==> config.mk <==
export PLATFORM = sky130hd
export DESIGN_NAME = ife_front
export DESIGN_NICKNAME = d
export VERILOG_FILES = /design/src/sv/ife_pkg.sv /design/src/sv/ife_front.sv
export SDC_FILE = /design/constraint.sdc
export NUM_CORES = 2
export LEC_CHECK = 0
export BUFFER_PORTS_ARGS = -buffer_cell sky130_fd_sc_hd__buf_2
export CAP_MARGIN = 20
export CORE_UTILIZATION = 45
export CTS_BUF_LIST = sky130_fd_sc_hd__clkbuf_4 sky130_fd_sc_hd__clkbuf_8
export CTS_CLUSTER_DIAMETER = 80
export CTS_CLUSTER_SIZE = 28
export DETAILED_ROUTE_END_ITERATION = 16
export REMOVE_ABC_BUFFERS = 1
export SLEW_MARGIN = 25
export SYNTH_ARGS = -nofsm -noshare
export SYNTH_HDL_FRONTEND = slang
export SYNTH_SLANG_ARGS = --single-unit
==> constraint.sdc <==
create_clock -name clk -period 8.38 [get_ports clk]
set_input_delay 0.419 -clock clk [delete_from_list [all_inputs] [get_ports clk]]
set_output_delay 0.419 -clock clk [all_outputs]
set_load 0.01 [all_outputs]
==> src/sv/ife_pkg.sv <==
`timescale 1ns / 1ps
// ----------------------------------------------------------------------------
// ife_pkg
// shared types and constants of the instantaneous frequency estimator
// ----------------------------------------------------------------------------
package ife_pkg;

    localparam int SAMPLE_W     = 16;
    localparam int RATE_W       = 18;
    localparam int AMP_W        = 15;
    localparam int BAL_W        = 16;
    localparam int GAIN_W       = 16;
    localparam int FREQ_W       = 32;
    localparam int DIFF_W       = 17;
    localparam int SLOPE_W      = 37;
    localparam int HSQ_W        = 30;
    localparam int CFG_INDEX_W  = 8;
    localparam int CFG_DATA_W   = 18;
    localparam int QUEUE_DEPTH  = 2;

    localparam logic [RATE_W-1:0] RATE_RESET = RATE_W'(44100);
    localparam logic [AMP_W-1:0]  AMP_RESET  = AMP_W'(32767);
    localparam logic [BAL_W-1:0]  BAL_RESET  = '0;
    localparam logic [GAIN_W-1:0] GAIN_RESET = GAIN_W'(256);

    localparam logic [CFG_INDEX_W-1:0] REG_SAMPLE_RATE = CFG_INDEX_W'(0);
    localparam logic [CFG_INDEX_W-1:0] REG_AMPLITUDE   = CFG_INDEX_W'(1);
    localparam logic [CFG_INDEX_W-1:0] REG_BALANCE     = CFG_INDEX_W'(2);
    localparam logic [CFG_INDEX_W-1:0] REG_SPEED_GAIN  = CFG_INDEX_W'(3);

    localparam logic signed [SLOPE_W-1:0] SLOPE_BIAS = SLOPE_W'(655);

    typedef struct packed {
        logic [RATE_W-1:0] sample_rate;
        logic [AMP_W-1:0]  amplitude;
        logic [BAL_W-1:0]  balance;
        logic [GAIN_W-1:0] speed_gain;
    } cfg_t;

    typedef struct packed {
        logic signed [SLOPE_W-1:0] slope;
        logic [HSQ_W-1:0]          height_sq;
        logic                      out_of_range;
    } item_t;

endpackage

==> src/sv/ife_front.sv <==
`timescale 1ns / 1ps
// ----------------------------------------------------------------------------
// ife_front
// accepts samples, forms slope and squared height, flags out of range
// ----------------------------------------------------------------------------
module ife_front
(
    input  logic                                 clk,
    input  logic                                 rst_n,
    input  ife_pkg::cfg_t                        cfg,
    input  logic                                 in_valid,
    output logic                                 in_stall,
    input  logic signed [ife_pkg::SAMPLE_W-1:0]  sample,
    output logic                                 push,
    output ife_pkg::item_t                       push_item,
    input  logic                                 queue_full
);

    logic                                 s1_valid_reg;
    logic                                 s1_valid_next;
    logic signed [ife_pkg::SAMPLE_W-1:0]  s1_sample_reg;
    logic signed [ife_pkg::DIFF_W-1:0]    s1_diff_reg;
    logic signed [ife_pkg::SAMPLE_W-1:0]  prev_reg;
    logic                                 accept;
    logic signed [ife_pkg::SLOPE_W-2:0]   slope_prod;
    logic [ife_pkg::HSQ_W-1:0]            a2;
    logic signed [31:0]                   s2_full;
    logic [ife_pkg::HSQ_W:0]              s2;

    assign in_stall = s1_valid_reg && queue_full;
    assign accept   = in_valid && !in_stall;
    assign push     = s1_valid_reg && !queue_full;

    assign slope_prod = s1_diff_reg * $signed({1'b0, cfg.sample_rate});
    assign a2         = cfg.amplitude * cfg.amplitude;
    assign s2_full    = s1_sample_reg * s1_sample_reg;
    assign s2         = s2_full[ife_pkg::HSQ_W:0];

    always_comb
    begin
        push_item.slope        = $signed({slope_prod, 1'b0}) + ife_pkg::SLOPE_BIAS;
        push_item.out_of_range = {1'b0, a2} <= s2;
        push_item.height_sq    = a2 - s2[ife_pkg::HSQ_W-1:0];
        s1_valid_next          = accept || (s1_valid_reg && !push);
    end

    always_ff @(posedge clk or negedge rst_n)
    begin
        if (!rst_n)
        begin
            s1_valid_reg <= 1'b0;
            prev_reg     <= '0;
        end
        else
        begin
            s1_valid_reg <= s1_valid_next;
            if (accept)
            begin
                prev_reg <= sample;
            end
        end
    end

    always_ff @(posedge clk)
    begin
        if (accept)
        begin
            s1_sample_reg <= sample;
            s1_diff_reg   <= ife_pkg::DIFF_W'(sample) - ife_pkg::DIFF_W'(prev_reg);
        end
    end

endmodule

# == Word-level counts from Yosys, hierarchy flattened ==
# Index checks and enable logic that the tools add are counted.
# word_totals
reg_bits,50
inputBits,85
# classes
n_addsub,3
mul,3
magnitude_cmp,1
reduce_logical,8
# ops
operator,n
adder 37 x 11 -> 37 bit (second input constant),1
multiplier 17 x 19 -> 36 bit,1
less-or-equal comparator 30 x 31 -> 1 bit,1
multiplier 16 x 16 -> 31 bit,1
multiplier 15 x 15 -> 30 bit,1
subtractor 30 bit,1
subtractor 16 x 16 -> 17 bit,1
logical AND 1 bit,4
logical NOT 1 bit,3
logical OR 1 bit,1

# == Logic depth before layout (Yosys ltp) ==
# logic_depth
word_depth,5
mapped_depth,36
depth_no_buf,35

# == Worst setup path before layout ==
# Ideal clock, no wire load.
# synth_path
kind,input to output
start,in cfg[34] (netlist name)
end,out push_item[0] (netlist name)
t_arrival_ns,7.193
required_ns,7.961
setup_slack_ns,0.768
cell_stages,30
path_buffers,1
path_cell_list,clkbuf_1 > nand2_1 > fa_1 > fa_1 > inv_1 > fa_1 > fa_1 > fa_1 > inv_1 > fa_1 > inv_1 > ha_1 > or3_1 > o41a_1 > a21oi_1 > o21bai_1 > a21oi_1 > xnor2_1 > ha_1 > a21o_1 > a21o_1 > a21o_1 > a21oi_1 > inv_1 > a21oi_1 > and2_1 > a21boi_0 > o21a_1 > o21ai_0 > nand3_1
# synth_rtl
element,line_no,rtl
from (decl),ife_front.sv:10,"input ife_pkg::cfg_t cfg,"
to (decl),ife_front.sv:15,"output ife_pkg::item_t push_item,"

==> results.md <==
* Cell count after synthesis at 3367
* Die W at 259 µm
* Leading area contributor after synthesis: fa_1
* Max-Cap Viols at 0
* Io pins at roughly 160
* DR DRC count at 0
* Slowest CP cell: fa_2
* Synth Register Bits at 50
* Post-route minimum period at 8.09 ns
* Hold WC Path Type: input pin to async pin
* Sink Count at 50
* Final Hold Slack at 0.0269 ns
* Combinational family with the most area after synthesis: adder cells
* Initial antenna violation count at 2
* DR pass1 iterations at 5
* Vias in the first global route at about 23000
* Area grow syn2layout at 9.70%
* Ant diodes at 0
* Worst Skew at about 0.0052 ns
* Arrival @ worst endpoint at between 7 and 8 ns
* Via/cell ratio at ~5.0
* First-pass GRT wire length at 113000 µm
* Main synth FF type: edfxtp_1
* Commonest cells post-synth: inv_1 (862), fa_1 (609), nand2_1 (379)
* Starting Density at 0.459
* Via count at 21800
* Synth top area cells: fa_1 (41%), ha_1 (15%), inv_1 (11%)
* R2r startpoint: prev_reg[0]
* CTS clk-pin slew, worst paths at 0.09 ns
* Worst-Margin Slew at 0.782 ns
* Final Slew Violations at 0
* Placer Congestion at ~0.89
* FF-to-FF setup slack at 5.08 ns
* # rows at 93
* WL/cell at 15.1 µm
* Layout cells sized above 1 at 0.111
* Compound-Gate Fraction of Synth Area at 0.0750
* Top-count cell post-synth: inv_1
* Core footprint at 64900 µm²
* CTS Buffer Depth at 2
* Hpwl dp at just under 60000 µm
* CP endpoint: push_item[27]
* Fin. Hold Viols at 0
* Pin count of the biggest net entering global routing at 65
* Slew headroom at 0.478
* Final net count at 4585
* Reg2reg path depth at 13
* Fmax achieved at 124 MHz
* Worst-path maximum fanout at 4
* First DRT Iteration DRCs at 903
* Final WL at 66400 µm
* Setup Viol. Count Final at 0
* Ys Warns at 0
* Number of flops mapped to enable cells by yosys at 33
* Slowest stage delay, CP at 0.57 ns
* Clock Latency Late Sink at between 0.3 and 0.4 ns
* Crit path kind: flop to primary output
* Simple-Gate Fraction of Synth Area at 0.148
* Die area at roughly 67000 µm²
* Sequential cell area fraction in the yosys report at 0.0475
* WP data required at slightly below 8 ns
* Ys async rst share at 0.340
* Port bufs at 121
* TritonCTS clock tree: built
* Period utilization at 0.965
* RSZ-0062 raised after global routing: yes
* Mapped cell area at 29800 µm²
* Total gr overflow at 0
* Synth Area in Adders at 0.557
* Post-synthesis mux area share at 0.00181
* DRT antenna net count at 0
* Setup crit start kind: flop
* Post-synth top area share at 0.409
* Clock Root Buffer: clkbuf_8
* Run status: finished, final reports clean
* Netlist cell types at 89
* Die extent in y at 259 µm
* Crit path launch: s1_sample_reg[9]
* Max reg flops at 17
* H-tree depth at 2
* Syn Area/Cell at 8.85 µm²
* RR Endpoint: s1_diff_reg[16]
* All-Layer GR Usage at 0.205
* CTS buffer count at 5
* Post-Synth XOR/XNOR Area at 0.0475
* Critical Path End Type: primary output
-- metrics by stage --
| step | worst slack (ns) | std cells | instance area, µm² | setup TNS (ns) | utilization |
|---|---|---|---|---|---|
| global route | -0.0735 | 4394 | 32700 | -0.341 | 0.503 |
| CTS | 0.0164 | 4342 | 31800 | 0 | 0.490 |
| detailed placement | 0.0669 | 4324 | 31600 | 0 | 0.487 |
| finish | 0.291 | 4394 | 32700 | 0 | 0.503 |
| floorplan | 0.867 | 3275 | 29400 | 0 | - |
| global placement | 0.148 | 4324 | 31600 | 0 | 0.487 |
-- worst min path at each step --
| stage | from | to |
|---|---|---|
| global route | rst_n | s1_valid_reg |
| finish | rst_n | prev_reg[15] |
| CTS | rst_n | prev_reg[14] |
| floorplan | rst_n | prev_reg[0] |
| detailed placement | rst_n | prev_reg[14] |
| global placement | rst_n | prev_reg[14] |
-- worst max-delay path, delay by kind of cell, from the launching register on --
kind / cells / cell delay, ns
AO/OA/AOI/OAI: 9 / 1.62
XOR/XNOR: 2 / 0.33
adder cells (fa/ha/maj): 8 / 3.39
buffers and inverters: 8 / 0.73
flip-flops: 1 / 0.44
AND/OR/NAND/NOR: 6 / 0.85
-- layout make-up --
class	instances	area, µm²
multi-input cells	2362	25100
clock buffers	5	68.8
well taps	855	1070
inverters	863	3250
fillers	6248	32200
repair buffers	256	1700
flip-flops and latches	50	1420
clock inverters	3	43.8
-- placed cells by master, fill, tap and decap left out, types with 8 or more instances in the layout --
| master | synthesis | layout |
|---|---|---|
| inv_1 | 862 | 853 |
| fa_1 | 609 | 604 |
| nand2_1 | 379 | 372 |
| ha_1 | 353 | 338 |
| and2_1 | 216 | 210 |
| buf_2 | 1 | 121 |
| buf_4 | 2 | 121 |
| xnor2_1 | 106 | 105 |
| nor2_1 | 110 | 103 |
| a21oi_1 | 97 | 83 |
| o21ai_0 | 69 | 66 |
| a21o_1 | 53 | 53 |
| xor2_1 | 52 | 50 |
| nand3_1 | 35 | 34 |
| edfxtp_1 | 33 | 33 |
| nand2b_1 | 30 | 30 |
| nor2b_1 | 25 | 24 |
| nor3_1 | 22 | 20 |
| dfrtp_1 | 17 | 17 |
| and3_1 | 15 | 15 |
| o21bai_1 | 15 | 14 |
| a21oi_2 | 1 | 13 |
| a21boi_0 | 13 | 12 |
| o21a_1 | 13 | 12 |
| a31oi_1 | 15 | 11 |
| buf_6 | 2 | 10 |
| ha_2 | 0 | 9 |
| inv_2 | 1 | 8 |
| nand2_2 | 1 | 8 |
| nor2_2 | 1 | 8 |
| a211oi_1 | 10 | 8 |
-- timing repair --
item | in CTS | in global routing
pin swaps | 1 | 57
buffers inserted | 10 | 52
hold buffers | 0 | 0
resized for setup | 9 | 104
endpoints found under the setup margin | 6 | 19
-- cells by family after synthesis --
kind of cell / count (synthesis)
adder cells (fa/ha/maj): 962
buffers and inverters: 955
XOR/XNOR: 160
AND/OR/NAND/NOR: 891
multiplexers: 5
AO/OA/AOI/OAI: 343
other: 1
flip-flops: 50
-- metal layers --
metal | vias up | routed length (µm) | GRT usage
met2 | 292 | 32000 | 0.346
li1 | 10500 | - | -
met1 | 11000 | 32200 | 0.304
met3 | 26 | 1910 | 0.0101
met5 | - | 12 | 0
met4 | 2 | 297 | 0.0114
Power is not shown: default switching activity piles up to over one toggle a cycle in this logic, so the estimate is an artifact.
