`config.mk`:
```
export PLATFORM = sky130hd
export DESIGN_NAME = ife_queue
export DESIGN_NICKNAME = d
export VERILOG_FILES = /design/src/sv/ife_pkg.sv /design/src/sv/ife_queue.sv
export SDC_FILE = /design/constraint.sdc
export NUM_CORES = 1
export LEC_CHECK = 0
export BUFFER_PORTS_ARGS = -buffer_cell sky130_fd_sc_hd__buf_2
export CORE_ASPECT_RATIO = 0.75
export CORE_MARGIN = 2
export CORE_UTILIZATION = 52
export CTS_CLUSTER_SIZE = 24
export DETAILED_ROUTE_END_ITERATION = 12
export HOLD_SLACK_MARGIN = 0.05
export PLACE_DENSITY = 0.79
export SETUP_SLACK_MARGIN = 0.2
export SYNTH_ARGS = -nofsm -noshare
export SYNTH_HDL_FRONTEND = slang
export SYNTH_SLANG_ARGS = --single-unit
```
`constraint.sdc`:
```
create_clock -name clk -period 5.7 [get_ports clk]
set_clock_uncertainty 0.05 [all_clocks]
set_input_delay 0.57 -clock clk [delete_from_list [all_inputs] [get_ports clk]]
set_output_delay 0.57 -clock clk [all_outputs]
set_load 0.1 [all_outputs]
```
`src/sv/ife_pkg.sv`:
```
`timescale 1ns / 1ps
// ----------------------------------------------------------------------------
// ife_pkg
// shared types and constants of the instantaneous frequency estimator
// ----------------------------------------------------------------------------
package ife_pkg;

    localparam int SAMPLE_W     = 16;
    localparam int RATE_W       = 18;
    localparam int AMP_W        = 15;
    localparam int BAL_W        = 16;
    localparam int GAIN_W       = 16;
    localparam int FREQ_W       = 32;
    localparam int DIFF_W       = 17;
    localparam int SLOPE_W      = 37;
    localparam int HSQ_W        = 30;
    localparam int CFG_INDEX_W  = 8;
    localparam int CFG_DATA_W   = 18;
    localparam int QUEUE_DEPTH  = 2;

    localparam logic [RATE_W-1:0] RATE_RESET = RATE_W'(44100);
    localparam logic [AMP_W-1:0]  AMP_RESET  = AMP_W'(32767);
    localparam logic [BAL_W-1:0]  BAL_RESET  = '0;
    localparam logic [GAIN_W-1:0] GAIN_RESET = GAIN_W'(256);

    localparam logic [CFG_INDEX_W-1:0] REG_SAMPLE_RATE = CFG_INDEX_W'(0);
    localparam logic [CFG_INDEX_W-1:0] REG_AMPLITUDE   = CFG_INDEX_W'(1);
    localparam logic [CFG_INDEX_W-1:0] REG_BALANCE     = CFG_INDEX_W'(2);
    localparam logic [CFG_INDEX_W-1:0] REG_SPEED_GAIN  = CFG_INDEX_W'(3);

    localparam logic signed [SLOPE_W-1:0] SLOPE_BIAS = SLOPE_W'(655);

    typedef struct packed {
        logic [RATE_W-1:0] sample_rate;
        logic [AMP_W-1:0]  amplitude;
        logic [BAL_W-1:0]  balance;
        logic [GAIN_W-1:0] speed_gain;
    } cfg_t;

    typedef struct packed {
        logic signed [SLOPE_W-1:0] slope;
        logic [HSQ_W-1:0]          height_sq;
        logic                      out_of_range;
    } item_t;

endpackage

```
`src/sv/ife_queue.sv`:
```
`timescale 1ns / 1ps
// ----------------------------------------------------------------------------
// ife_queue
// short fifo between the front and the back
// ----------------------------------------------------------------------------
module ife_queue
#(
    parameter int DEPTH = ife_pkg::QUEUE_DEPTH
)
(
    input  logic            clk,
    input  logic            rst_n,
    input  logic            push,
    input  ife_pkg::item_t  push_item,
    output logic            full,
    input  logic            pop,
    output ife_pkg::item_t  pop_item,
    output logic            empty
);

    localparam int PTR_W = (DEPTH > 1) ? $clog2(DEPTH) : 1;
    localparam int CNT_W = $clog2(DEPTH + 1);

    ife_pkg::item_t      mem [DEPTH];
    logic [PTR_W-1:0]    wr_ptr_reg;
    logic [PTR_W-1:0]    rd_ptr_reg;
    logic [CNT_W-1:0]    count_reg;

    assign full     = count_reg == CNT_W'(DEPTH);
    assign empty    = count_reg == '0;
    assign pop_item = mem[rd_ptr_reg];

    always_ff @(posedge clk or negedge rst_n)
    begin
        if (!rst_n)
        begin
            wr_ptr_reg <= '0;
            rd_ptr_reg <= '0;
            count_reg  <= '0;
        end
        else
        begin
            if (push)
            begin
                wr_ptr_reg <= (wr_ptr_reg == PTR_W'(DEPTH - 1)) ? '0 : wr_ptr_reg + 1'b1;
            end
            if (pop)
            begin
                rd_ptr_reg <= (rd_ptr_reg == PTR_W'(DEPTH - 1)) ? '0 : rd_ptr_reg + 1'b1;
            end
            if (push && !pop)
            begin
                count_reg <= count_reg + 1'b1;
            end
            else if (pop && !push)
            begin
                count_reg <= count_reg - 1'b1;
            end
        end
    end

    always_ff @(posedge clk)
    begin
        if (push)
        begin
            mem[wr_ptr_reg] <= push_item;
        end
    end

endmodule

```
After elaboration in Yosys (flattened, before gate mapping)
Memories as Yosys holds them, arrays and structs flattened.
Index checks and enable logic that the tools add are counted.
{ "classes": {"addsub": 4, "mux": 6, "eq_ne": 1, "n_reduce_logical": 6} }
{ "ops": {"columns": ["cell", "n"], "rows": [
  ["2-to-1 mux 1 bit", 4],
  ["2-to-1 mux 2 bit", 2],
  ["adder 1 bit (second input constant)", 2],
  ["adder 2 x 1 -> 2 bit (second input constant)", 1],
  ["== test 2 bit (second input constant)", 1],
  ["logical AND 1 bit", 2],
  ["logical NOT 1 bit", 2],
  ["logical NOT 2 bit", 1],
  ["nonzero test 2 bit", 1],
  ["subtractor 2 x 1 -> 2 bit (second input constant)", 1]
]} }
{ "word_totals": {"memories": 1, "ramBits": 136, "word_cells": 21, "output_inout_bits": 70, "regBits": 4} }
{ "memory_table": {"columns": ["memory", "words", "word_bits", "rd", "rd_ports_with_merged_regs", "write_ports", "line_no", "text"], "rows": [
  ["mem", 2, 68, 1, 0, 1, "ife_queue.sv:24", "ife_pkg::item_t mem [DEPTH];"]
]} }

Longest topological paths before layout
Gate-level depths: netlist of the first run.
{ "depth": {"ltp_word": 4, "mapped_depth": 5} }

Worst setup path before layout of the first run
Ideal clock, no wire load.
{ "synth_timing": {"kind": "input -> register", "start": "in push", "end": "mem mem[0][0] (netlist bit), enable pin", "path_slack_ps": 1592, "setup_time_ps": 503, "cell_stages": 1, "required_time_ps": 5147, "arrival_ps": 3555, "path_cell_list": "nor2b_1"} }
{ "synth_between": {"elab_chain_len": 2} }
{ "synth_rtl": {"columns": ["item", "line_no", "text"], "rows": [
  ["start, declared", "ife_queue.sv:13", "input logic push,"],
  ["2-to-1 mux 1 bit", "ife_queue.sv:64", "if (push)"],
  ["2-to-1 mux 1 bit (implied by the code)", "ife_queue.sv:66", "mem[wr_ptr_reg] <= push_item;"],
  ["end, declared", "ife_queue.sv:24", null]
]} }
No other way between the ends.

==> impl_metrics.csv, run 1 <==
group,metric,value,unit
run_status,status,"finished clean",
clock_network,clock_sinks,140,
critical_path,critPathRequiredTime,5.08,ns
synthesis,synth_xor_area_share,0.853,%
finish,regArea,4190,µm²
synthesis,yosys_most_used_dff,"edfxtp_1",
synthesis,yosys_warnings,0,
global_routing,track_usage,16.9,%
sta,setup_viol,0,
synthesis,synth.area.mux_share,15.6,%
sta,drv_slew,0,
detailed_routing,drc,0,
synthesis,synth_cells,228,
critical_path,critPathMaxFanout,69,
sta,max-slew-margin-rel,34.3,%
floorplanning,fp.dieW,119,µm
sta,finalCritPeriodShare,51.1,%
finish,drive_gt1_share,61.4,%
synthesis,ys_ff_latch,140,
floorplanning,fp-row-count,31,
finish,area_delta_synth_final,28.1,%
placement,dp_hpwl,5590,µm
finish,n_antenna_cell,0,
synthesis,synth_top_area_share,79.5,%
detailed_routing,wl_per_cell,16.7,µm
finish,multiInputGateArea,896,µm²
placement,gp_congestion,0.675,
global_routing,grt_pass1_wl,13600,µm
synthesis,synth-compound-area-share,0,%
detailed_routing,routed_via_density,5.01,
clock_network,clkSlewWorstSetupHoldPaths,0.06,ns
detailed_routing,drt_iter0_markers,177,
synthesis,syn_area,5140,µm²
floorplanning,core-area,9620,µm²
sta,worst_slew_pin_slew,0.985,ns
finish,n_fill_cell,672,
global_routing,grt_pass1_vias,2758,
critical_path,crit_arrival,2.29,ns
critical_path,endpoint_kind,"primary output",
placement,numPortBuffers,141,
detailed_routing,drt-pass1-iter-count,4,
critical_path,cp_cell_sequence,"mux2_2 > buf_2",
synthesis,synthAdderAreaFrac,0.244,%
critical_path,startpoint_type,"flop",
critical_path,crit_slowest_cell,"dfrtp_4",
synthesis,ys_seq_area_share,81.5,%
global_routing,overflow,0,
global_routing,use_met1,21.4,%
sta,hold_violations,0,
synthesis,synth_edf_count,136,
synthesis,async_reset_ff_share,2.86,%
floorplanning,dieArea,10700,µm²
global_routing,use_met3,6.85,%
run,drv_cap,0,
sta,setup_tns,0,ns
sta,period_minus_slack,2.91,ns
detailed_routing,ant_nets,0,
clock_network,cts_tree,"done",
clock_network,htreeDepth,4,
critical_path,worstSetupPathType,"flop to primary output",
clock_network,insertion_delay,0.40,ns
critical_path,max_stage_delay,1.04,ns
clock_network,numCtsBuffers,17,
sta,rsz0062_at_grt,"false",
global_routing,globalRouteMet2Util,26.0,%
synthesis,post-synth-top-count-cell,"edfxtp_1",
worst_hold_path,hold_class,"input pin to flop",
floorplanning,die_y,90.1,µm
clock_network,cts_root_buf,"clkbuf_16",
synthesis,synth_top_family_by_area,"multiplexers",
synthesis,synthSimpleGateAreaFrac,0.512,%
detailed_routing,via_count,2635,
floorplanning,start_util,53.4,%
global_routing,busiest_layer,"met2",
floorplanning,io_pins,142,
synthesis,synth.lib_cells_used.distinct,14,
synthesis,yosys.area.top_type,"edfxtp_1",
finish,finalNetCount,455,
synthesis,syn_nets,301,
global_routing,grt_max_degree,70,
clock_network,cts_buffer_depth,2,
global_routing,antenna_found_initial,0,
detailed_routing,wl,8790,µm
synthesis,ys_top_cells_by_area,"edfxtp_1, mux2_2, mux2_4",
finish,largest_register_ffs,136,
synthesis,netlist_top_cells_count,"edfxtp_1, mux2_2, mux2_4",
synthesis,syn_area_per_cell,22.5,µm²
sta,max_clock_freq,0.343,GHz
-- layout by cell type (no fill, tap or decap), drive strengths merged, types with 2 or more instances in the layout --
cell type / synthesis / final
buf: 8 / 142
edfxtp: 136 / 136
mux2: 68 / 68
clkbuf: 0 / 17
clkinv: 0 / 9
xor2: 4 / 4
bufinv: 0 / 4
dfrtp: 4 / 4
nor2: 2 / 2
nor2b: 2 / 2
-- metrics by stage --
stage	instance area, µm²	utilization [%]	std cells	setup slack (ns)	hold slack (ns)
floorplan	5140	-	228	1.59	0.224
finish	6580	68.4	526	2.79	0.300
detailed placement	5970	62.0	494	3.23	0.333
global placement	5970	62.0	494	3.21	0.328
global route	6580	68.4	526	2.70	0.284
CTS	6580	68.4	526	2.78	0.282
-- cell families after synthesis --
kind of cell               Yosys count
xor gates and xnor gates             5
adders and majority gates            1
buffers and inverters                9
DFF                                140
muxes                               68
and+or+nand+nor                      5
-- metal layers --
layer	vias to the layer above	part of all wire (%)
li1	1210	-
met1	1303	43
met2	112	49
met3	10	7.3
met4	0	1.1
met5	-	0
-- path summary, 6_finish.rpt --
| check | start | end | slack (ns) | cells past startpoint |
|---|---|---|---|---|
| worst max-delay path | rd_ptr_reg | pop_item[49] | 2.79 | 2 |
| worst min register to register | count_reg[1] | count_reg[1] | 0.48 | 1 |
| min in group asynchronous | rst_n | count_reg[1] | 0.47 | 2 |
| worst max register to register | wr_ptr_reg | mem[0][39] | 3.62 | 2 |
| worst min-delay path | push_item[36] | mem[1][36] | 0.30 | 1 |
| max in group asynchronous | rst_n | rd_ptr_reg | 4.99 | 2 |
-- worst max-delay path, delay by kind of cell (launching register included) --
family,cells,cell delay (ns)
muxes,1,0.33
DFF,1,1.04
buffers and inverters,1,0.43
-- final cells by class --
cell class / instances / area share [%]
sequential: 140 / 63.7
multi-input combinational: 79 / 13.6
timing repair buffer: 143 / 11.0
clock buffer: 17 / 6.47
clock inverter: 14 / 2.70
tap: 132 / 2.51
inverter: 1 / 0.0571
-- what timing repair did --
action,CTS,global route
hold endpoints to repair,4,0
hold buffers,1,0
buffers inserted,0,0
resized for setup,0,0
Power of run 1 is not shown: default switching activity piles up to over one toggle a cycle in this logic, so the estimate is an artifact.
==> run 2, diff against run 1 <==
- clock period: 5.7 -> 2.9 ns (I/O delays scaled with it)
==> impl_metrics.csv, run 2 (same netlist as run 1, synthesis figures left out) <==
group,metric,value,unit
run_status,status,"finished clean",
sta,setup_tns,0,ns
worst_hold_path,hold_path_depth,2,
finish,layout_common_cells,"buf_2, edfxtp_1, dlygate4sd3_1",
detailed_routing,drc,0,
critical_path,endpoint_kind,"primary output",
global_routing,overflow,0,
critical_path,critPathRequiredTime,2.56,ns
clock_network,clkSlewWorstSetupHoldPaths,0.06,ns
floorplanning,io_pins,142,
floorplanning,fp.dieW,119,µm
critical_path,rr_startpoint,"wr_ptr_reg",
sta,drv_slew,0,
detailed_routing,drt_iter0_markers,172,
detailed_routing,wl,9640,µm
global_routing,use_met1,22.3,%
global_routing,track_usage,18.7,%
floorplanning,start_util,53.4,%
critical_path,rr_worst_depth,1,
finish,finalNonFillerCells,595,
clock_network,cts_root_buf,"clkbuf_16",
clock_network,htreeDepth,4,
sta,worst_slack,0.267,ns
finish,n_antenna_cell,0,
placement,dp_hpwl,5580,µm
global_routing,grt_pass1_vias,3081,
clock_network,cts_tree,"done",
worst_hold_path,worstHoldStart,"push",
sta,setup_viol,0,
detailed_routing,via_count,2866,
critical_path,reg2reg_to,"mem[1][33]",
placement,placedCellCount,494,
clock_network,cts_buffer_depth,2,
sta,worst_slew_pin_slew,1.00,ns
sta,max-slew-margin-rel,33.0,%
sta,rsz0062_at_grt,"false",
worst_hold_path,hold_class,"input pin to flop",
critical_path,worstSetupPathType,"flop to primary output",
placement,gp_congestion,0.708,
finish,finalNetCount,524,
detailed_routing,routed_via_density,4.82,
detailed_routing,wl_per_cell,16.2,µm
global_routing,globalRouteMet2Util,32.2,%
global_routing,antenna_found_initial,0,
critical_path,startpoint_type,"flop",
critical_path,r2r_slack,1.23,ns
global_routing,busiest_layer,"met2",
sta,max_clock_freq,0.380,GHz
clock_network,numCtsBuffers,17,
critical_path,critPathMaxFanout,69,
global_routing,use_met3,5.96,%
critical_path,crit_arrival,2.29,ns
finish,area_delta_synth_final,43.1,%
floorplanning,die_y,90.1,µm
placement,place_ws,0.720,ns
clock_network,cts_resized,0,
placement,numPortBuffers,141,
run,drv_cap,0,
finish,drive_gt1_share,52.5,%
finish,largest_register_ffs,136,
floorplanning,fp-row-count,31,
detailed_routing,drt-pass1-iter-count,4,
global_routing,grt_pass1_wl,15100,µm
finish,final_common_cell,"buf_2",
floorplanning,dieArea,10700,µm²
sta,finalCritPeriodShare,90.8,%
global_routing,grt_max_degree,70,
clock_network,ctsHoldBuffers,70,
clock_network,clock_sinks,140,
clock_network,post_cts_buffers,0,
worst_hold_path,holdPathEnd,"wr_ptr_reg",
detailed_routing,ant_nets,0,
floorplanning,core-area,9620,µm²
clock_network,insertion_delay,0.40,ns
sta,period_minus_slack,2.63,ns
sta,hold_violations,0,
==> run 2: cell count changes in the layout (fill, tap and decap cells not counted) <==
cell and change:
buf_4 -1, inv_6 +1, buf_12 +1, clkinv_4 +3
clkinv_1 -1, bufinv_16 +2, clkinv_2 -5, dlygate4sd3_1 +69
==> run 2: worst max-delay path: stages, from the launching register on <==
cell and delay, ns:
dfrtp_4 1.03, mux2_2 0.34, buf_2 0.43
==> run 2: layout make-up <==
cell class,instances,area (µm²)
inverter,1,3.75
sequential,140,4190
clock inverter,14,244
multi-input combinational,79,896
fill,577,2270
timing repair buffer,212,1430
clock buffer,17,425
tap,132,165
==> run 2: worst max path at each step <==
stage                          start           end  slack, ns  depth (start not counted)
final                     rd_ptr_reg  pop_item[19]       0.27                          2
after global routing      rd_ptr_reg  pop_item[19]       0.20                          2
after CTS                 rd_ptr_reg  pop_item[16]       0.27                          2
after detailed placement  rd_ptr_reg  pop_item[16]       0.72                          2
after global placement    rd_ptr_reg  pop_item[16]       0.73                          2
after floorplan           wr_ptr_reg     mem[0][0]       0.24                          1
==> run 2: stage by stage <==
| step | utilization [%] | hold WS, ns | cell area [µm²] |
|---|---|---|---|
| global placement | 62.1 | 0.0490 | 5980 |
| detailed placement | 62.1 | 0.0551 | 5980 |
| global route | 76.4 | 0.0639 | 7350 |
| CTS | 76.4 | 0.0547 | 7350 |
| floorplan | - | -0.0556 | 5140 |
| finish | 76.4 | 0.0726 | 7350 |
==> run 2: metal layers <==
layer,routed length [µm],vias to the layer above
met3,491,11
met1,4060,1411
met4,102,0
met2,4990,95
li1,-,1349
met5,0,-
Power of run 2 is left out for the same reason.
