==> config.mk <==
export PLATFORM = sky130hd
export DESIGN_NAME = ife_back
export DESIGN_NICKNAME = d
export VERILOG_FILES = /design/src/sv/ife_pkg.sv /design/src/sv/ife_back.sv
export SDC_FILE = /design/constraint.sdc
export NUM_CORES = 2
export LEC_CHECK = 0
export BUFFER_PORTS_ARGS = -buffer_cell sky130_fd_sc_hd__buf_2
export CORE_ASPECT_RATIO = 1.2
export CORE_MARGIN = 4
export CORE_UTILIZATION = 30
export CTS_BUF_LIST = sky130_fd_sc_hd__clkbuf_4
export CTS_CLUSTER_SIZE = 14
export DETAILED_ROUTE_END_ITERATION = 8
export PLACE_DENSITY = 0.5
export SLEW_MARGIN = 20
export SYNTH_ARGS = -nofsm -noshare
export SYNTH_HDL_FRONTEND = slang
export SYNTH_SLANG_ARGS = --single-unit
==> constraint.sdc <==
create_clock -name clk -period 7.2 [get_ports clk]
set_input_delay 1.08 -clock clk [delete_from_list [all_inputs] [get_ports clk]]
set_output_delay 1.08 -clock clk [all_outputs]
set_load 0.01 [all_outputs]
==> src/sv/ife_pkg.sv <==
`timescale 1ns / 1ps
// ----------------------------------------------------------------------------
// ife_pkg
// shared types and constants of the instantaneous frequency estimator
// ----------------------------------------------------------------------------
package ife_pkg;

    localparam int SAMPLE_W     = 16;
    localparam int RATE_W       = 18;
    localparam int AMP_W        = 15;
    localparam int BAL_W        = 16;
    localparam int GAIN_W       = 16;
    localparam int FREQ_W       = 32;
    localparam int DIFF_W       = 17;
    localparam int SLOPE_W      = 37;
    localparam int HSQ_W        = 30;
    localparam int CFG_INDEX_W  = 8;
    localparam int CFG_DATA_W   = 18;
    localparam int QUEUE_DEPTH  = 2;

    localparam logic [RATE_W-1:0] RATE_RESET = RATE_W'(44100);
    localparam logic [AMP_W-1:0]  AMP_RESET  = AMP_W'(32767);
    localparam logic [BAL_W-1:0]  BAL_RESET  = '0;
    localparam logic [GAIN_W-1:0] GAIN_RESET = GAIN_W'(256);

    localparam logic [CFG_INDEX_W-1:0] REG_SAMPLE_RATE = CFG_INDEX_W'(0);
    localparam logic [CFG_INDEX_W-1:0] REG_AMPLITUDE   = CFG_INDEX_W'(1);
    localparam logic [CFG_INDEX_W-1:0] REG_BALANCE     = CFG_INDEX_W'(2);
    localparam logic [CFG_INDEX_W-1:0] REG_SPEED_GAIN  = CFG_INDEX_W'(3);

    localparam logic signed [SLOPE_W-1:0] SLOPE_BIAS = SLOPE_W'(655);

    typedef struct packed {
        logic [RATE_W-1:0] sample_rate;
        logic [AMP_W-1:0]  amplitude;
        logic [BAL_W-1:0]  balance;
        logic [GAIN_W-1:0] speed_gain;
    } cfg_t;

    typedef struct packed {
        logic signed [SLOPE_W-1:0] slope;
        logic [HSQ_W-1:0]          height_sq;
        logic                      out_of_range;
    } item_t;

endpackage

==> src/sv/ife_back.sv <==
`timescale 1ns / 1ps
// ----------------------------------------------------------------------------
// ife_back
// square root, division, balance scaling and saturation of one item
// ----------------------------------------------------------------------------
module ife_back
(
    input  logic                                clk,
    input  logic                                rst_n,
    input  ife_pkg::cfg_t                       cfg,
    input  logic                                queue_empty,
    input  ife_pkg::item_t                      pop_item,
    output logic                                pop,
    output logic                                out_valid,
    input  logic                                out_stall,
    output logic signed [ife_pkg::FREQ_W-1:0]   frequency,
    output logic                                out_of_range
);

    typedef enum logic [2:0] {
        ST_IDLE,
        ST_SQRT,
        ST_MUL,
        ST_DINIT,
        ST_DIV,
        ST_SCALE,
        ST_SUM
    } state_t;

    localparam logic [47:0] MAG_CAP = 48'h8000_0000_0000;
    localparam logic [48:0] POS_MAX = 49'h0_7FFF_FFFF;
    localparam logic [48:0] NEG_MAX = 49'h0_8000_0000;

    state_t              state_reg;
    logic [5:0]          cnt_reg;
    logic                neg_reg;
    logic                oor_reg;
    logic [35:0]         mag_reg;
    logic [45:0]         sq_x_reg;
    logic [25:0]         sq_rem_reg;
    logic [22:0]         h_reg;
    logic [51:0]         m_reg;
    logic [22:0]         div_rem_reg;
    logic [47:0]         dq_reg;
    logic [47:0]         q_reg;
    logic [40:0]         p_lo_reg;
    logic [40:0]         p_hi_reg;
    logic                out_valid_reg;
    logic [31:0]         freq_reg;
    logic                oor_out_reg;

    logic [36:0]         slope_abs;
    logic [25:0]         sq_t;
    logic [25:0]         sq_trial;
    logic                sq_take;
    logic [23:0]         div_t;
    logic                div_take;
    logic [47:0]         q_capped;
    logic signed [17:0]  k;
    logic [16:0]         kabs;
    logic [64:0]         prod;
    logic [48:0]         v;
    logic [31:0]         freq_calc;
    logic                out_free;

    assign out_valid    = out_valid_reg;
    assign frequency    = freq_reg;
    assign out_of_range = oor_out_reg;
    assign out_free     = !out_valid_reg || !out_stall;
    assign pop          = (state_reg == ST_IDLE) && !queue_empty;

    always_comb
    begin
        slope_abs = pop_item.slope[36] ? 37'(-pop_item.slope) : pop_item.slope;
        sq_t      = {sq_rem_reg[23:0], sq_x_reg[45:44]};
        sq_trial  = {1'b0, h_reg, 2'b01};
        sq_take   = sq_t >= sq_trial;
        div_t     = {div_rem_reg, dq_reg[47]};
        div_take  = div_t >= {1'b0, h_reg};
        q_capped  = (q_reg > MAG_CAP) ? MAG_CAP : q_reg;
        k         = $signed({2'b01, 16'b0}) - $signed({1'b0, cfg.balance, 1'b0});
        kabs      = k[17] ? 17'(-k) : k[16:0];
        prod      = {p_hi_reg, 24'b0} + 65'(p_lo_reg);
        v         = prod[64:16];
        if (oor_reg)
        begin
            freq_calc = '0;
        end
        else if (!neg_reg)
        begin
            freq_calc = ({1'b0, q_reg} > POS_MAX) ? POS_MAX[31:0] : q_reg[31:0];
        end
        else if (k == '0)
        begin
            freq_calc = '0;
        end
        else if (!k[17])
        begin
            freq_calc = 32'd0 - ((v > NEG_MAX) ? NEG_MAX[31:0] : v[31:0]);
        end
        else
        begin
            freq_calc = (v > POS_MAX) ? POS_MAX[31:0] : v[31:0];
        end
    end

    always_ff @(posedge clk or negedge rst_n)
    begin
        if (!rst_n)
        begin
            state_reg     <= ST_IDLE;
            cnt_reg       <= '0;
            out_valid_reg <= 1'b0;
        end
        else
        begin
            if (out_valid_reg && !out_stall && state_reg != ST_SUM)
            begin
                out_valid_reg <= 1'b0;
            end
            unique case (state_reg)
                ST_IDLE:
                begin
                    if (!queue_empty)
                    begin
                        neg_reg    <= pop_item.slope[36];
                        mag_reg    <= slope_abs[35:0];
                        oor_reg    <= pop_item.out_of_range;
                        sq_x_reg   <= {pop_item.height_sq, 16'b0};
                        sq_rem_reg <= '0;
                        h_reg      <= '0;
                        cnt_reg    <= 6'd22;
                        state_reg  <= pop_item.out_of_range ? ST_SUM : ST_SQRT;
                    end
                end
                ST_SQRT:
                begin
                    sq_x_reg   <= {sq_x_reg[43:0], 2'b00};
                    sq_rem_reg <= sq_take ? sq_t - sq_trial : sq_t;
                    h_reg      <= {h_reg[21:0], sq_take};
                    cnt_reg    <= cnt_reg - 1'b1;
                    if (cnt_reg == '0)
                    begin
                        state_reg <= ST_MUL;
                    end
                end
                ST_MUL:
                begin
                    m_reg     <= mag_reg * cfg.speed_gain;
                    state_reg <= ST_DINIT;
                end
                ST_DINIT:
                begin
                    if ({4'b0, m_reg[51:33]} >= h_reg)
                    begin
                        q_reg     <= MAG_CAP;
                        state_reg <= ST_SCALE;
                    end
                    else
                    begin
                        div_rem_reg <= {4'b0, m_reg[51:33]};
                        dq_reg      <= {m_reg[32:0], 15'b0};
                        cnt_reg     <= 6'd47;
                        state_reg   <= ST_DIV;
                    end
                end
                ST_DIV:
                begin
                    div_rem_reg <= div_take ? 23'(div_t - {1'b0, h_reg}) : div_t[22:0];
                    dq_reg      <= {dq_reg[46:0], div_take};
                    cnt_reg     <= cnt_reg - 1'b1;
                    if (cnt_reg == '0)
                    begin
                        q_reg     <= {dq_reg[46:0], div_take};
                        state_reg <= ST_SCALE;
                    end
                end
                ST_SCALE:
                begin
                    q_reg     <= q_capped;
                    p_lo_reg  <= q_capped[23:0] * kabs;
                    p_hi_reg  <= q_capped[47:24] * kabs;
                    state_reg <= ST_SUM;
                end
                ST_SUM:
                begin
                    if (out_free)
                    begin
                        out_valid_reg <= 1'b1;
                        freq_reg      <= freq_calc;
                        oor_out_reg   <= oor_reg;
                        state_reg     <= ST_IDLE;
                    end
                end
                default:
                begin
                    state_reg <= ST_IDLE;
                end
            endcase
        end
    end

`ifndef NO_ASSERTIONS
    a_oor_zero: assert property (@(posedge clk) disable iff (!rst_n)
        out_valid_reg && oor_out_reg |-> freq_reg == '0)
        else $error("out of range result with nonzero frequency");

    a_div_height: assert property (@(posedge clk) disable iff (!rst_n)
        state_reg == ST_DIV |-> h_reg >= 23'd256)
        else $error("division started with too small a height");

    a_sqrt_end: assert property (@(posedge clk) disable iff (!rst_n)
        state_reg == ST_SQRT && cnt_reg == '0 |=> state_reg == ST_MUL)
        else $error("square root did not hand over to multiply");

    a_hold_result: assert property (@(posedge clk) disable iff (!rst_n)
        out_valid_reg && out_stall |=> out_valid_reg && $stable(freq_reg))
        else $error("stalled result was overwritten");
`endif

endmodule

After elaboration in Yosys (flattened, before gate mapping) --
Index checks and enable logic that the tools add are counted.
Storage, ports and cells: bits in registers 427, bits in latches 0, memory bits (writable) 0, memory bits (read-only) 0, bits of input ports 137, output and inout bits 35, word-level logic and storage cells 110, memories kept 0
Operators by class: add/sub/neg operators 8, multipliers 3, divide/modulo/power cells 0, magnitude comparators 7, equality and inequality tests 13, shift-type cells 0, mux-type cells 37, bitwise operators 1, reductions and logical operators 24
Operator list (count):
- $mux W32 | 6
- $mux W48 | 4
- $pmux W48 S3 | 1
- $pmux W48 S2 | 1
- $pmux W23 S2 | 2
- $pmux W46 S2 | 1
- $mul A24 B17 Y41 | 2
- $mux W23 | 3
- $add A65 B41 Y65 | 1
- $mul A36 B16 Y52 | 1
- $gt A49 B31 Y1 const B | 1
- $gt A49 B32 Y1 const B | 1
- $gt A48 B31 Y1 const B | 1
- $gt A48 B48 Y1 const B | 1
- $mux W24 | 2
- $pmux W24 S2 | 1
- $mux W46 | 1
- $mux W36 | 1
- $neg A36 Y36 | 1
- $sub A1 B32 Y32 const A | 1
- $ge A26 B25 Y1 | 1
- $ge A24 B23 Y1 | 1
- $sub A24 B24 Y24 | 1
- $ge A19 B23 Y1 | 1
- other kinds (28) | 56

Depth between registers and ports, before layout --
depth after elaboration 7, gate-level depth with buffers 41, depth with buffers taken out 37

Worst setup path after synthesis --
OpenSTA, ideal clock, no wires.
path kind input-to-reg, start point in cfg[16] in the netlist's numbering, end point reg p_hi_reg[39] (data pin), setup time 258 ps, data arrival time 9772 ps, data required time 6942 ps, setup slack -2830 ps, cell stages on the path 33, path buffers 5, cells stage by stage clkbuf_1 -> inv_2 -> buf_1 -> ha_1 -> or4b_1 -> or3_1 -> or2_0 -> clkbuf_1 -> o31a_1 -> o21ai_1 -> xnor2_1 -> clkbuf_1 -> clkbuf_1 -> nor2_1 -> fa_1 -> fa_1 -> fa_1 -> fa_1 -> fa_1 -> inv_1 -> fa_1 -> inv_1 -> ha_1 -> a21o_1 -> a21o_1 -> a21o_1 -> a21oi_1 -> o21ai_0 -> a41o_1 -> nor3_1 -> o21bai_1 -> a21oi_1 -> xnor2_1
Between the ends: longest elaborated chain between the ends 4
Ends and longest elaborated chain:
- from (decl) | line ife_back.sv:10 | input ife_pkg::cfg_t cfg,
- $sub A17 B17 Y18 * | line ife_back.sv:81 | k = $signed({2'b01, 16'b0}) - $signed({1'b0, cfg.balance, 1'b0});
- $neg A17 Y17 | line ife_back.sv:82 | kabs = k[17] ? 17'(-k) : k[16:0];
- $mux W17 * | line ife_back.sv:82
- $mul A24 B17 Y41 * | line ife_back.sv:182 | p_hi_reg <= q_capped[47:24] * kabs;
- to (signal assigned) | line ife_back.sv:182
- to (decl) | line ife_back.sv:47 | logic [40:0] p_hi_reg;
Mark *: on every way between the ends. The rest lies on a longest branch, timed or not. A chain may end at the register's enable or synchronous reset.

Worst setup path after layout --
start point in cfg[17] in the netlist's numbering, end point reg p_lo_reg[39] (data pin)
Between the ends: longest elaborated chain between the ends 4
Ends and longest elaborated chain:
- $sub A17 B17 Y18 * | line ife_back.sv:81
- $neg A17 Y17 | line ife_back.sv:82
- $mux W17 * | line ife_back.sv:82
- $mul A24 B17 Y41 * | line ife_back.sv:181 | p_lo_reg <= q_capped[23:0] * kabs;
- to (signal assigned) | line ife_back.sv:181
- to (decl) | line ife_back.sv:46 | logic [40:0] p_lo_reg;
Marks and branches as above.

==> impl_metrics.ini <==
[run_status]
status = finished, violations left
violations = setup timing

[finish]
multi_input_area_sq_um = 47890
synthToLayoutAreaGrowth_pct = 22.96
seq_area_sq_um = 11780
final_nets = 9600
final_cells = 10810
fillCellCount = 21660
finalInstanceArea_sq_um = 78470
largest_reg_flops = 52
drive_gt1_frac = 0.2102

[cts]
cts.path.max_buffers = 3
clkSinkCount = 394
cts_root_buf = clkbuf_4
worstSkewPairLatency_ns = 1.10
cts_buffers = 108
h-tree-depth = 3
cts_tree = done
clkTransAtPathRegs_ns = 0.07

[routing]
vias = 50890
vias_per_cell = 4.707
ant_nets = 0
wirelength_um = 199700
drt_first_pass_iters = 6
wl_per_cell_um = 18.47
drtIter0Drc = 2655
drc = 0

[logic_synthesis]
ys_seq_area_frac = 0.1846
synth_edf_count = 384
synth_largest_area_cell = fa_1
synth.distinct_cells = 97
synth.most_common_cell = inv_1
ys_ff_latch = 394
syn_area_per_cell_sq_um = 9.051
synth_nets = 8749
netlist_instances = 7051
yosys-top-cells-area = fa_1 34%, edfxtp_1 18%, ha_1 9.3%, inv_1 7.8%, nand2_1 7.7%
yosysWarnings = 0
synth-async-reset-ratio = 0.02538
netlist.area_leader.share = 0.3410
syn_area_sq_um = 63820
synth_common_cells = 1322 x inv_1, 1301 x nand2_1, 1087 x fa_1, 481 x nor2_1, 474 x ha_1
synth_top_flop_cell = edfxtp_1

[setup_path]
crit_arrival_ns = 8.91
slowest_delay_ns = 0.55
crit_slowest_cell = fa_1
crit_top_cell = fa_1
worst-path-max-fanout = 8
cp-end-kind = flop
worst-setup-path-type = in -> reg
start_kind = input pin
worstPathRequired_ns = 7.92

[timing]
finClkSkew_ns = 0.1469
rsz0062_at_grt = true
setup_viol = 48
worst_slew_pin_slew_ns = 1.030
layout_setup_ws_ns = -0.9945
hold_viol_final = 0
relSlewSlack = 0.3132
fmax_mhz = 122.0
fin_crit_ns = 8.195
maxSlewViolCount = 0
finalCritPeriodShare = 1.138

[placed_design]
place_inst = 10490
hpwl_um = 166900
port_buffers = 138
place_congestion = 0.9065
dpl-instance-area_sq_um = 74520

[floorplan]
core_area_sq_um = 211600
dieHeight_um = 513.2
rows = 185
fp.dieArea_sq_um = 220200
die_x_um = 429.0
start_util = 0.3016
io_pins = 172

[global_route]
antenna_found_initial = 14
grt_max_degree = 77
grt_pass1_vias = 55440
grt_usage = 0.1817
grt_overflow_total = 0
grt_pass1_wl_um = 315300

[pwr]
ir_worst_vdd_mv = 0.7696
leakage_nw = 37.26
power-per-cell-area_nw_per_um2 = 581.2

[run]
maxCapViolCount = 0

[min_path]
hold_path.class = in -> reg
==> final timing paths <==
check | start | end | slack (ns) | cells past startpoint
max | cfg[17] | p_lo_reg[39]$_DFFE_PP_ | -0.99 | 38
max in group asynchronous | rst_n | cnt_reg[3]$_DFFE_PN0P_ | 6.36 | 2
min in group asynchronous | rst_n | state_reg[1]$_DFFE_PN0P_ | 0.55 | 2
min reg2reg | sq_x_reg[16]$_SDFFCE_PP0P_ | sq_x_reg[18]$_DFFE_PP_ | 0.50 | 2
max reg2reg | q_reg[30]$_SDFFCE_PN0P_ | p_lo_reg[30]$_DFFE_PP_ | -0.89 | 33
min | out_stall | out_valid$_DFF_PN0_ | 0.22 | 3
==> cell families after synthesis <==
| logic type | Yosys count | synth area share |
|---|---|---|
| flip-flops | 394 | 0.1846 |
| adder cells (fa/ha/maj) | 1561 | 0.4339 |
| AND/OR/NAND/NOR | 2399 | 0.1653 |
| buffers and inverters | 1645 | 0.09721 |
| AO/OA/AOI/OAI | 768 | 0.07894 |
| multiplexers | 44 | 0.006960 |
| XOR/XNOR | 240 | 0.03306 |
==> cell type report <==
type	instances	share of cell area
multi-input cells	5012	0.6104
flip-flops and latches	394	0.1501
inverters	1323	0.06345
well taps	2805	0.04473
clock inverters	41	0.003046
repair buffers	1063	0.1132
diodes	24	0.0007654
clock buffers	150	0.01435
==> per-layer routing <==
layer	global-route usage	vias to the layer above	part of all wire
li1	-	23800	-
met2	0.3228	1085	0.50
met1	0.2234	25660	0.41
met4	0.06986	8	0.041
met3	0.02382	338	0.043
met5	0	-	0.00029
==> cells in the final DEF (no fill, tap or decap), types with 61 or more instances in the layout <==
cell and count:
a21o_1 94, fa_1 1049, nand2_1 1253, inv_1 1273, and2_1 200, buf_12 61
ha_1 439, clkbuf_4 150, xnor2_1 150, nor2_1 437, edfxtp_1 384, buf_2 136
buf_6 61, a21oi_1 135, o21ai_0 178, buf_4 787
==> report_power, final <==
| part | total (mW) | internal, mW | switching [mW] |
|---|---|---|---|
| logic | 38.8 | 19.1 | 19.7 |
| registers | 4.77 | 4.45 | 0.323 |
| clock network | 2.07 | 1.01 | 1.06 |
| total | 45.6 | 24.5 | 21.1 |
==> worst max-delay path: cells and delay by family <==
family / cells / cell delay [ns]
buffers and inverters: 12 / 1.12
adders and majority gates: 8 / 3.43
AOI/OAI and AO/OA: 11 / 1.69
xor gates and xnor gates: 2 / 0.25
and+or+nand+nor: 5 / 1.32
==> per-stage QoR <==
stage                     TNS (ns)  hold slack (ns)  total power, mW    util  setup WS, ns
after detailed placement   -101.32           0.4972            40.00  0.3523        -2.255
after global placement     -100.01           0.4912            39.76  0.3522        -2.239
after CTS                   -26.33          0.03168            44.37  0.3656       -0.9374
after global routing        -41.12           0.1285            50.61  0.3709        -1.206
after floorplan             -61.65           0.4244            26.88       -        -1.768
final                       -28.92           0.2242            45.61  0.3709       -0.9945
==> timing repair <==
item                                    in CTS  in global routing
hold buffers                                 1                  0
gates cloned                                 7                  3
gates resized for setup                    249                192
buffers inserted                            64                 45
pin swaps                                  131                136
hold endpoints to repair                    10                  0
endpoints found under the setup margin      52                 64
Note: power is estimated with default switching activity, not from simulation.
